`src/rtl/core/sha_pkg.sv`:
```
package sha_pkg;

  localparam int unsigned QUEUE_DEPTH = 4;

  typedef struct packed {
    logic       func;
    logic [7:0] data_byte;
  } in_beat_t;

  typedef struct packed {
    logic [31:0] digest_word;
    logic [2:0]  word_index;
    logic        last;
  } out_beat_t;

  typedef enum logic [2:0] {
    ST_IDLE,
    ST_PAD,
    ST_ROUND,
    ST_ADD,
    ST_EMIT
  } core_state_t;

  localparam logic FUNC_ABSORB   = 1'b0;
  localparam logic FUNC_FINALIZE = 1'b1;

  localparam logic [255:0] INIT_HASH = {
    32'h6a09e667, 32'hbb67ae85, 32'h3c6ef372, 32'ha54ff53a,
    32'h510e527f, 32'h9b05688c, 32'h1f83d9ab, 32'h5be0cd19
  };

  function automatic logic [31:0] round_k(input logic [5:0] i);
    logic [31:0] k;
    case (i)
      6'd0: k = 32'h428a2f98;  6'd1: k = 32'h71374491;
      6'd2: k = 32'hb5c0fbcf;  6'd3: k = 32'he9b5dba5;
      6'd4: k = 32'h3956c25b;  6'd5: k = 32'h59f111f1;
      6'd6: k = 32'h923f82a4;  6'd7: k = 32'hab1c5ed5;
      6'd8: k = 32'hd807aa98;  6'd9: k = 32'h12835b01;
      6'd10: k = 32'h243185be; 6'd11: k = 32'h550c7dc3;
      6'd12: k = 32'h72be5d74; 6'd13: k = 32'h80deb1fe;
      6'd14: k = 32'h9bdc06a7; 6'd15: k = 32'hc19bf174;
      6'd16: k = 32'he49b69c1; 6'd17: k = 32'hefbe4786;
      6'd18: k = 32'h0fc19dc6; 6'd19: k = 32'h240ca1cc;
      6'd20: k = 32'h2de92c6f; 6'd21: k = 32'h4a7484aa;
      6'd22: k = 32'h5cb0a9dc; 6'd23: k = 32'h76f988da;
      6'd24: k = 32'h983e5152; 6'd25: k = 32'ha831c66d;
      6'd26: k = 32'hb00327c8; 6'd27: k = 32'hbf597fc7;
      6'd28: k = 32'hc6e00bf3; 6'd29: k = 32'hd5a79147;
      6'd30: k = 32'h06ca6351; 6'd31: k = 32'h14292967;
      6'd32: k = 32'h27b70a85; 6'd33: k = 32'h2e1b2138;
      6'd34: k = 32'h4d2c6dfc; 6'd35: k = 32'h53380d13;
      6'd36: k = 32'h650a7354; 6'd37: k = 32'h766a0abb;
      6'd38: k = 32'h81c2c92e; 6'd39: k = 32'h92722c85;
      6'd40: k = 32'ha2bfe8a1; 6'd41: k = 32'ha81a664b;
      6'd42: k = 32'hc24b8b70; 6'd43: k = 32'hc76c51a3;
      6'd44: k = 32'hd192e819; 6'd45: k = 32'hd6990624;
      6'd46: k = 32'hf40e3585; 6'd47: k = 32'h106aa070;
      6'd48: k = 32'h19a4c116; 6'd49: k = 32'h1e376c08;
      6'd50: k = 32'h2748774c; 6'd51: k = 32'h34b0bcb5;
      6'd52: k = 32'h391c0cb3; 6'd53: k = 32'h4ed8aa4a;
      6'd54: k = 32'h5b9cca4f; 6'd55: k = 32'h682e6ff3;
      6'd56: k = 32'h748f82ee; 6'd57: k = 32'h78a5636f;
      6'd58: k = 32'h84c87814; 6'd59: k = 32'h8cc70208;
      6'd60: k = 32'h90befffa; 6'd61: k = 32'ha4506ceb;
      6'd62: k = 32'hbef9a3f7; default: k = 32'hc67178f2;
    endcase
    return k;
  endfunction

endpackage

```
`src/rtl/core/sha_queue.sv`:
```
module sha_queue #(
  parameter int unsigned DEPTH = sha_pkg::QUEUE_DEPTH
) (
  input  logic             clk,
  input  logic             rst_n,
  input  logic             wr_en,
  input  sha_pkg::in_beat_t wr_data,
  output logic             full,
  input  logic             rd_en,
  output sha_pkg::in_beat_t rd_data,
  output logic             empty
);
  import sha_pkg::*;

  localparam int unsigned AW = (DEPTH > 1) ? $clog2(DEPTH) : 1;

  in_beat_t           mem [DEPTH];
  logic [AW-1:0]      wr_ptr_r, rd_ptr_r;
  logic [AW:0]        count_r;

  assign full    = (count_r == (AW+1)'(DEPTH));
  assign empty   = (count_r == '0);
  assign rd_data = mem[rd_ptr_r];

  // storage
  always_ff @(posedge clk) begin
    if (wr_en && !full) mem[wr_ptr_r] <= wr_data;
  end

  // pointers and fill count
  always_ff @(posedge clk) begin
    if (!rst_n) begin
      wr_ptr_r <= '0;
      rd_ptr_r <= '0;
      count_r  <= '0;
    end else begin
      if (wr_en && !full)
        wr_ptr_r <= (wr_ptr_r == AW'(DEPTH-1)) ? '0 : wr_ptr_r + 1'b1;
      if (rd_en && !empty)
        rd_ptr_r <= (rd_ptr_r == AW'(DEPTH-1)) ? '0 : rd_ptr_r + 1'b1;
      count_r <= count_r + (AW+1)'(wr_en && !full) - (AW+1)'(rd_en && !empty);
    end
  end
endmodule

```
`src/rtl/core/sha_core.sv`:
```
module sha_core (
  input  logic               clk,
  input  logic               rst_n,
  input  logic               q_empty,
  input  sha_pkg::in_beat_t  q_data,
  output logic               q_pop,
  output logic               out_empty,
  input  logic               out_pop,
  output sha_pkg::out_beat_t out_data
);
  import sha_pkg::*;

  core_state_t  state_r, state_nxt;
  logic [31:0]  w_r [16];
  logic [31:0]  h_r [8];
  logic [31:0]  v_r [8];
  logic [5:0]   fill_r;
  logic [63:0]  bits_r;
  logic [5:0]   rnd_r;
  logic [63:0]  msg_bits_r;
  logic         fin_r;
  logic         pad_second_r;
  logic [2:0]   emit_r;

  logic [31:0]  s0, s1, w_new, t1, t2, ea, aa, rnd_k;
  logic         take;
  logic [7:0]   pad_byte [64];

  // round function on the working registers
  always_comb begin
    ea = v_r[4];
    aa = v_r[0];
    t1 = v_r[7] + ({ea[5:0], ea[31:6]} ^ {ea[10:0], ea[31:11]} ^ {ea[24:0], ea[31:25]})
         + ((ea & v_r[5]) ^ (~ea & v_r[6])) + rnd_k + w_r[0];
    t2 = ({aa[1:0], aa[31:2]} ^ {aa[12:0], aa[31:13]} ^ {aa[21:0], aa[31:22]})
         + ((aa & v_r[1]) ^ (aa & v_r[2]) ^ (v_r[1] & v_r[2]));
    s0 = {w_r[1][6:0], w_r[1][31:7]} ^ {w_r[1][17:0], w_r[1][31:18]} ^ (w_r[1] >> 3);
    s1 = {w_r[14][16:0], w_r[14][31:17]} ^ {w_r[14][18:0], w_r[14][31:19]}
         ^ (w_r[14] >> 10);
    w_new = s1 + w_r[9] + s0 + w_r[0];
  end

  assign rnd_k = round_k(rnd_r);
  assign take  = (state_r == ST_IDLE) && !q_empty;

  // padded block image built from the buffer, a byte per slot
  always_comb begin
    for (int i = 0; i < 64; i++) begin
      pad_byte[i] = w_r[i/4][8*(3-(i%4)) +: 8];
      if (pad_second_r || i > fill_r) pad_byte[i] = 8'h00;
      if (!pad_second_r && i == fill_r) pad_byte[i] = 8'h80;
      if (i >= 56 && (pad_second_r || fill_r < 6'd56))
        pad_byte[i] = msg_bits_r[8*(63-i) +: 8];
    end
  end

  // next state
  always_comb begin
    state_nxt = state_r;
    case (state_r)
      ST_IDLE: begin
        if (take) begin
          if (q_data.func == FUNC_FINALIZE) state_nxt = ST_PAD;
          else if (fill_r == 6'd63) state_nxt = ST_ROUND;
        end
      end
      ST_PAD:   state_nxt = ST_ROUND;
      ST_ROUND: if (rnd_r == 6'd63) state_nxt = ST_ADD;
      ST_ADD: begin
        if (!fin_r) state_nxt = ST_IDLE;
        else if (!pad_second_r && fill_r >= 6'd56) state_nxt = ST_PAD;
        else state_nxt = ST_EMIT;
      end
      ST_EMIT:  if (out_pop && emit_r == 3'd7) state_nxt = ST_IDLE;
      default:  state_nxt = ST_IDLE;
    endcase
  end

  // outputs
  always_comb begin
    q_pop     = take;
    out_empty = (state_r != ST_EMIT);
    out_data.digest_word = h_r[emit_r];
    out_data.word_index  = emit_r;
    out_data.last        = (emit_r == 3'd7);
  end

  // control registers
  always_ff @(posedge clk) begin
    if (!rst_n) begin
      state_r      <= ST_IDLE;
      fill_r       <= '0;
      bits_r       <= '0;
      rnd_r        <= '0;
      fin_r        <= 1'b0;
      pad_second_r <= 1'b0;
      emit_r       <= '0;
      for (int i = 0; i < 8; i++) h_r[i] <= INIT_HASH[32*(7-i) +: 32];
    end else begin
      state_r <= state_nxt;
      case (state_r)
        ST_IDLE: if (take) begin
          rnd_r <= '0;
          if (q_data.func == FUNC_FINALIZE) begin
            fin_r        <= 1'b1;
            pad_second_r <= 1'b0;
          end else begin
            fin_r  <= 1'b0;
            fill_r <= fill_r + 1'b1;
            if (fill_r == 6'd63) bits_r <= bits_r + 64'd512;
          end
        end
        ST_PAD:   rnd_r <= '0;
        ST_ROUND: rnd_r <= rnd_r + 1'b1;
        ST_ADD: begin
          for (int i = 0; i < 8; i++) h_r[i] <= h_r[i] + v_r[i];
          if (fin_r) pad_second_r <= 1'b1;
        end
        ST_EMIT: if (out_pop) begin
          emit_r <= emit_r + 1'b1;
          if (emit_r == 3'd7) begin
            for (int i = 0; i < 8; i++) h_r[i] <= INIT_HASH[32*(7-i) +: 32];
            fill_r <= '0;
            bits_r <= '0;
            fin_r  <= 1'b0;
          end
        end
        default: ;
      endcase
    end
  end

  // message schedule window and working variables
  always_ff @(posedge clk) begin
    case (state_r)
      ST_IDLE: begin
        if (take) begin
          if (q_data.func == FUNC_FINALIZE)
            msg_bits_r <= bits_r + {55'd0, fill_r, 3'd0};
          else
            w_r[fill_r[5:2]][8*(3-fill_r[1:0]) +: 8] <= q_data.data_byte;
          for (int i = 0; i < 8; i++) v_r[i] <= h_r[i];
        end
      end
      ST_PAD: begin
        for (int i = 0; i < 16; i++)
          w_r[i] <= {pad_byte[4*i], pad_byte[4*i+1], pad_byte[4*i+2], pad_byte[4*i+3]};
        for (int i = 0; i < 8; i++) v_r[i] <= h_r[i];
      end
      ST_ROUND: begin
        for (int i = 0; i < 15; i++) w_r[i] <= w_r[i+1];
        w_r[15] <= w_new;
        v_r[7] <= v_r[6]; v_r[6] <= v_r[5]; v_r[5] <= v_r[4];
        v_r[4] <= v_r[3] + t1;
        v_r[3] <= v_r[2]; v_r[2] <= v_r[1]; v_r[1] <= v_r[0];
        v_r[0] <= t1 + t2;
      end
      default: ;
    endcase
  end
endmodule

```
`src/rtl/core/sha256_byte_stream_hasher.sv`:
```
// SHA-256 over a byte stream. An absorb beat adds one byte to the block; the
// 64th byte of a block starts 64 rounds of the single shared round unit,
// followed by the chaining add. A finalize beat pads one or two blocks (block
// load, 64 rounds, add each) and then offers the eight digest words, one per
// pop. Beats queue in a short input buffer of QUEUE_DEPTH entries while the
// round unit is busy.
module sha256_byte_stream_hasher #(
  parameter int unsigned QUEUE_DEPTH = sha_pkg::QUEUE_DEPTH
) (
  input  logic               clk,
  input  logic               rst_n,
  input  logic               in_push,
  input  sha_pkg::in_beat_t  in_data,
  output logic               in_full,
  input  logic               out_pop,
  output logic               out_empty,
  output sha_pkg::out_beat_t out_data
);
  import sha_pkg::*;

  in_beat_t q_data;
  logic     q_empty, q_pop;

  // front: input beat queue
  sha_queue #(.DEPTH(QUEUE_DEPTH)) u_queue (
    .clk(clk), .rst_n(rst_n),
    .wr_en(in_push), .wr_data(in_data), .full(in_full),
    .rd_en(q_pop), .rd_data(q_data), .empty(q_empty)
  );

  // back: buffer, compression and digest output
  sha_core u_core (
    .clk(clk), .rst_n(rst_n),
    .q_empty(q_empty), .q_data(q_data), .q_pop(q_pop),
    .out_empty(out_empty), .out_pop(out_pop), .out_data(out_data)
  );
endmodule

```
`config.mk`:
```
export PLATFORM = sky130hd
export DESIGN_NAME = sha256_byte_stream_hasher
export DESIGN_NICKNAME = d
export VERILOG_FILES = /design/src/rtl/core/sha_pkg.sv /design/src/rtl/core/sha_queue.sv /design/src/rtl/core/sha_core.sv /design/src/rtl/core/sha256_byte_stream_hasher.sv
export SDC_FILE = /design/constraint.sdc
export NUM_CORES = 2
export LEC_CHECK = 0
export BUFFER_PORTS_ARGS = -buffer_cell sky130_fd_sc_hd__buf_4
export CAP_MARGIN = 20
export CORE_UTILIZATION = 40
export DETAILED_ROUTE_END_ITERATION = 16
export SYNTH_ARGS = -nofsm -noshare
export SYNTH_HDL_FRONTEND = slang
export SYNTH_SLANG_ARGS = --single-unit
```
`constraint.sdc`:
```
create_clock -name clk -period 15.9 [get_ports clk]
set_input_delay 4.77 -clock clk [delete_from_list [all_inputs] [get_ports clk]]
set_output_delay 4.77 -clock clk [all_outputs]
set_load 0.03 [all_outputs]
```
Word-level counts from Yosys, hierarchy flattened
Memory sizes are Yosys's and may differ from the RTL's. A register that Yosys moved wholly into a read port is not among the register bits.
Cells that the tools add are included.
W data, S select, Z words.
{"block": "totals", "latchBits": 0, "n_memories": 5, "output_inout_bits": 38, "rom_bits": 2048, "reg_bits": 155, "word_cells": 659, "ramBits": 1060, "input_bits": 13}
{"block": "classes", "n_lt_le_gt_ge": 65, "eq_ne": 84, "div_mod_pow": 0, "add_sub_neg": 29, "shifts": 2, "n_reduce_logical": 151, "muxes": 247, "n_mul": 0, "bitwise_logic": 65}
{"name": "(no name shown)", "depth": 64, "width": 32, "rd": 1, "rd_ports_with_merged_regs": 1, "write_ports": 0, "line_no": "sha_pkg.sv:34", "source": "case (i)"}
{"name": "u_core.w_r", "depth": 16, "width": 32, "rd": 16, "rd_ports_with_merged_regs": 0, "write_ports": 16, "line_no": "sha_core.sv:14", "source": "logic [31:0] w_r [16];"}
{"name": "u_core.h_r", "depth": 8, "width": 32, "rd": 9, "rd_ports_with_merged_regs": 1, "write_ports": 8, "line_no": "sha_core.sv:15", "source": "logic [31:0] h_r [8];"}
{"name": "u_core.v_r", "depth": 8, "width": 32, "rd": 8, "rd_ports_with_merged_regs": 0, "write_ports": 8, "line_no": "sha_core.sv:16", "source": "logic [31:0] v_r [8];"}
{"name": "u_queue.mem", "depth": 4, "width": 9, "rd": 1, "rd_ports_with_merged_regs": 1, "write_ports": 1, "line_no": "sha_queue.sv:17", "source": "in_beat_t mem [DEPTH];"}
{"op": "$mux W32", "n": 51}
{"op": "$mux W8", "n": 136}
{"op": "$add A32 B32 Y32", "n": 18}
{"op": "$mux W64", "n": 5}
{"op": "$xor A32 B32 Y32", "n": 9}
{"op": "$eq A6 B6 Y1 const A", "n": 32}
{"op": "$gt A6 B6 Y1 const A", "n": 32}
{"op": "$and A32 B32 Y32", "n": 5}
{"op": "$pmux W64 S2", "n": 1}
{"op": "$eq A5 B6 Y1 const A", "n": 16}
{"op": "$gt A5 B6 Y1 const A", "n": 16}
{"op": "$logic_and A1 B1 Y1", "n": 69}
{"op": "$add A64 B10 Y64 const B", "n": 1}
{"op": "$add A64 B9 Y64", "n": 1}
{"op": "$logic_or A1 B1 Y1", "n": 64}
{"op": "$eq A4 B6 Y1 const A", "n": 8}
{"op": "$gt A4 B6 Y1 const A", "n": 8}
{"op": "$or A1 B1 Y1", "n": 48}
{"op": "$mux W6", "n": 7}
{"op": "$neg A32 Y34", "n": 1}
{"op": "$shift A8 B34 Y32 const A", "n": 1}
{"op": "$shiftx A8 B34 Y32", "n": 1}
{"op": "$not A32 Y32", "n": 1}
{"op": "$reduce_or A32 Y1", "n": 1}
{"op": "42 further kinds", "n": 111}

Logic depth before layout (Yosys ltp)
{"block": "depth", "word_depth": 8, "depth_mapped": 35, "depth_no_buf": 34}

Modules after synthesis
From an unflattened synthesis, not the netlist that was laid out.
{"block": "hier_totals", "hier_cells": 7912, "hier_area_um2": 79010.8}
{"mod": "sha_core", "area_per_inst_um2": 77232.8, "n_inst": 1, "seq_area_each_um2": 33502.1, "cells_each": 7812}
{"mod": "sha_queue", "area_per_inst_um2": 1778.0, "n_inst": 1, "seq_area_each_um2": 1261.2, "cells_each": 100}

Worst setup path before layout
Ideal clock, no wire load.
{"block": "synth_path", "path_type": "input to register", "from": "input out_pop", "to": "memory u_core.h_r[1][0], enable pin", "stages": 5, "t_arrival_ns": 7.364, "t_required_ns": 15.451, "setup_slack_ns": 8.087, "n_path_buf": 1, "setup_ns": 0.449, "cell_sequence": "nand2_1 -> o21ai_1 -> nor2_1 -> clkbuf_1 -> inv_1"}
{"item": "start: declaration", "line_no": "sha256_byte_stream_hasher.sv:15", "source": "input logic out_pop,"}
{"item": "end: declaration", "line_no": "sha_core.sv:15"}

==> results by group <==
Outcome
  – Status: complete, no violations

Global route
  – Largest net degree at the start of global routing: 90
  – Total grt overflow: 0
  – Vias in the first global route: 58400
  – Initial antenna violation count: 3
  – Overall routing resource usage: 27.6%
  – First-pass GRT wire length: 405000 um

Synthesis
  – Top-count cell post-synth: nand2_1
  – Mapped cell area: 78900 um2
  – Synth cell count leaders: nand2_1, edfxtp_1, a21o_1, a21oi_1, clkbuf_1
  – Register area share after synthesis: 44.1%
  – Syn Nets: 8447
  – Main area contributors after synthesis: edfxtp_1, ha_1, dfxtp_1
  – Yosys cell types: 109
  – Yosys synthesis warning count: 0
  – Number of synthesized flops with an enable pin: 993
  – Cells after Synth: 7834
  – Synth Flop Type: edfxtp_1
  – Post-synth ARST share: 0%
  – Synth top area share: 37.8%
  – Synth area leader: edfxtp_1
  – #FFs+latches synth: 1240
  – Avg Inst Size Synth: 10.1 um2

Worst setup path
  – Slowest library cell on the worst path: edfxtp_1
  – Crit path largest cell delay: 0.60 ns
  – Worst path most repeated cell: fa_1
  – Worst setup path class: register to register
  – Worst-path maximum fanout: 6
  – Worst Path Required: 16.45 ns
  – CP Launch Type: register
  – Critical Path End Type: register
  – Worst Path Arrival: 9.51 ns

STA
  – Fin crit period: 8.95 ns
  – Setup-failing EPs final: 0
  – Worst Hold Slack: 0.460 ns
  – Final hold violations: 0
  – Headroom to the max-slew limit: 18.4%
  – Peak Freq: 0.112 GHz
  – RSZ-0062 raised after global routing: no
  – Period utilization: 56.3%
  – Worst-Margin Slew: 1.22 ns
  – Clk_skew: 0.0594 ns
  – Post-Route Setup TNS: 0 ns
  – Fin. max-slew vios: 0

CTS
  – Resized cells post-CTS: 0
  – Post-CTS setup buffer count: 0
  – Hold buffer count at cts: 0
  – Reg clk slew, reported paths: 0.06 ns
  – CTS Buf Count: 149
  – H-tree Lvls: 4
  – Root buffer cell: clkbuf_16
  – CTS tree: yes
  – CTS Sinks: 1240
  – Max Root-Sink Buffers: 3
  – Clock Latency Late Sink: 0.84 ns

Placement
  – Post-DP Area: 81400 um2
  – RD Place Congestion: 0.999
  – Hpwl dp: 208000 um
  – IO buf count: 50

Drt
  – Iter 0 DRT Violations: 6499
  – Drt pass-1 iters: 6
  – Wirelength per Cell: 26.9 um
  – Number of vias after detailed routing: 60500
  – Final antenna-violating net count: 0
  – # DRC: 0
  – DRT Wirelength: 279000 um
  – Drt via density: 5.83

Die
  – Num rows: 162
  – Die Wd: 446 um
  – Core Area: 195000 um2
  – Initial Util: 40.4%
  – I/O Pins: 51
  – Die Y: 446 um
  – Die area: 199000 um2

Cells and area
  – Final nets: 8238
  – Layout cells sized above 1: 7.46%
  – Footprint of the multi-input gates: 40600 um2
  – Fillcell total: 18500
  – Final Util: 44.3%
  – Area Growth Syn to Fin: 9.59%
  – Storage element area: 34800 um2
  – Final instance area: 86500 um2

Flow run
  – Max Cap Viol: 0

Worst hold path
  – Min-delay worst type: register to register
layer usage:
layer | GRT usage [%] | wire (um)
met3 | 4.50 | 19700
met5 | 0 | 0
met4 | 13.5 | 14900
met2 | 44.3 | 129000
met1 | 36.1 | 115000
metrics by stage:
step	setup slack (ns)	instances
floorplan	8.09	7834
global placement	7.08	10100
detailed placement	6.98	10100
CTS	6.93	10400
global route	6.56	10400
finish	6.95	10400
layout by cell type, fill, tap and decap left out, types with 99 or more instances in the layout:
cell type | Yosys | layout
nor2_1 | 430 | 428
nand2_1 | 1109 | 1106
nor3_1 | 99 | 99
a21oi_1 | 548 | 547
fa_1 | 196 | 196
o21ai_0 | 360 | 359
dfxtp_1 | 247 | 244
xnor2_1 | 384 | 384
inv_1 | 433 | 431
clkbuf_16 | 0 | 149
xor2_1 | 237 | 237
buf_4 | 0 | 152
ha_1 | 404 | 404
nand3_1 | 117 | 117
a21o_1 | 592 | 592
edfxtp_1 | 993 | 993
sequential cells by signal (all words and copies together) (netlist names), 3 cells and up, named ones only:
name / flops
u_core.bits_r: 55
u_core.rnd_k: 32
u_queue.mem: 36
u_core.h_r: 256
u_core.v_r: 256
u_core.state_r: 3
u_core.rnd_r: 6
u_queue.count_r: 3
u_core.emit_r: 3
u_core.w_r: 512
u_core.fill_r: 6
u_core.msg_bits_r: 61
critical path, delay by kind of cell (launching register included):
kind	cells	cell delay, ns
XOR/XNOR	4	0.95
flip-flops	1	0.60
AND/OR/NAND/NOR	3	0.82
buffers and inverters	2	0.13
AO/OA/AOI/OAI	15	3.33
adder cells (fa/ha/maj)	7	2.83
worst paths after layout:
path                                                   endpoint  slack, ns  cells after the start                      startpoint
worst max-delay path                u_core.v_r[0][31]$_DFFE_PP_       6.95                     31     u_core.v_r[2][26]$_DFFE_PP_
worst max register to register      u_core.v_r[0][31]$_DFFE_PP_       6.95                     31     u_core.v_r[2][26]$_DFFE_PP_
worst min-delay path            u_core.msg_bits_r[57]$_DFFE_PP_       0.46                      0  u_core.bits_r[57]$_SDFFE_PN0P_
worst min register to register  u_core.msg_bits_r[57]$_DFFE_PP_       0.46                      0  u_core.bits_r[57]$_SDFFE_PN0P_
logic make-up (layout without fill, tap and decap cells):
| group | Yosys count | count (layout) | synth area share, % |
|---|---|---|---|
| AND/OR/NAND/NOR | 2148 | 2148 | 12.0 |
| flip-flops | 1240 | 1240 | 44.1 |
| multiplexers | 155 | 155 | 3.18 |
| adder cells (fa/ha/maj) | 622 | 622 | 11.7 |
| XOR/XNOR | 622 | 622 | 6.91 |
| AO/OA/AOI/OAI | 2093 | 2093 | 17.6 |
| other | 0 | 4 | 0 |
| buffers and inverters | 954 | 871 | 4.58 |
cell type report:
class | instances | share of cell area, %
Antenna cell | 4 | 0.0116
Inverter | 438 | 1.91
Tap cell | 2624 | 3.80
Clock inverter | 93 | 1.26
Sequential cell | 1240 | 40.2
Clock buffer | 184 | 4.51
Multi-Input combinational cell | 5640 | 46.9
Timing Repair Buffer | 156 | 1.36
Power is not shown: default switching activity piles up to over one toggle a cycle in this logic, so the estimate is an artifact.
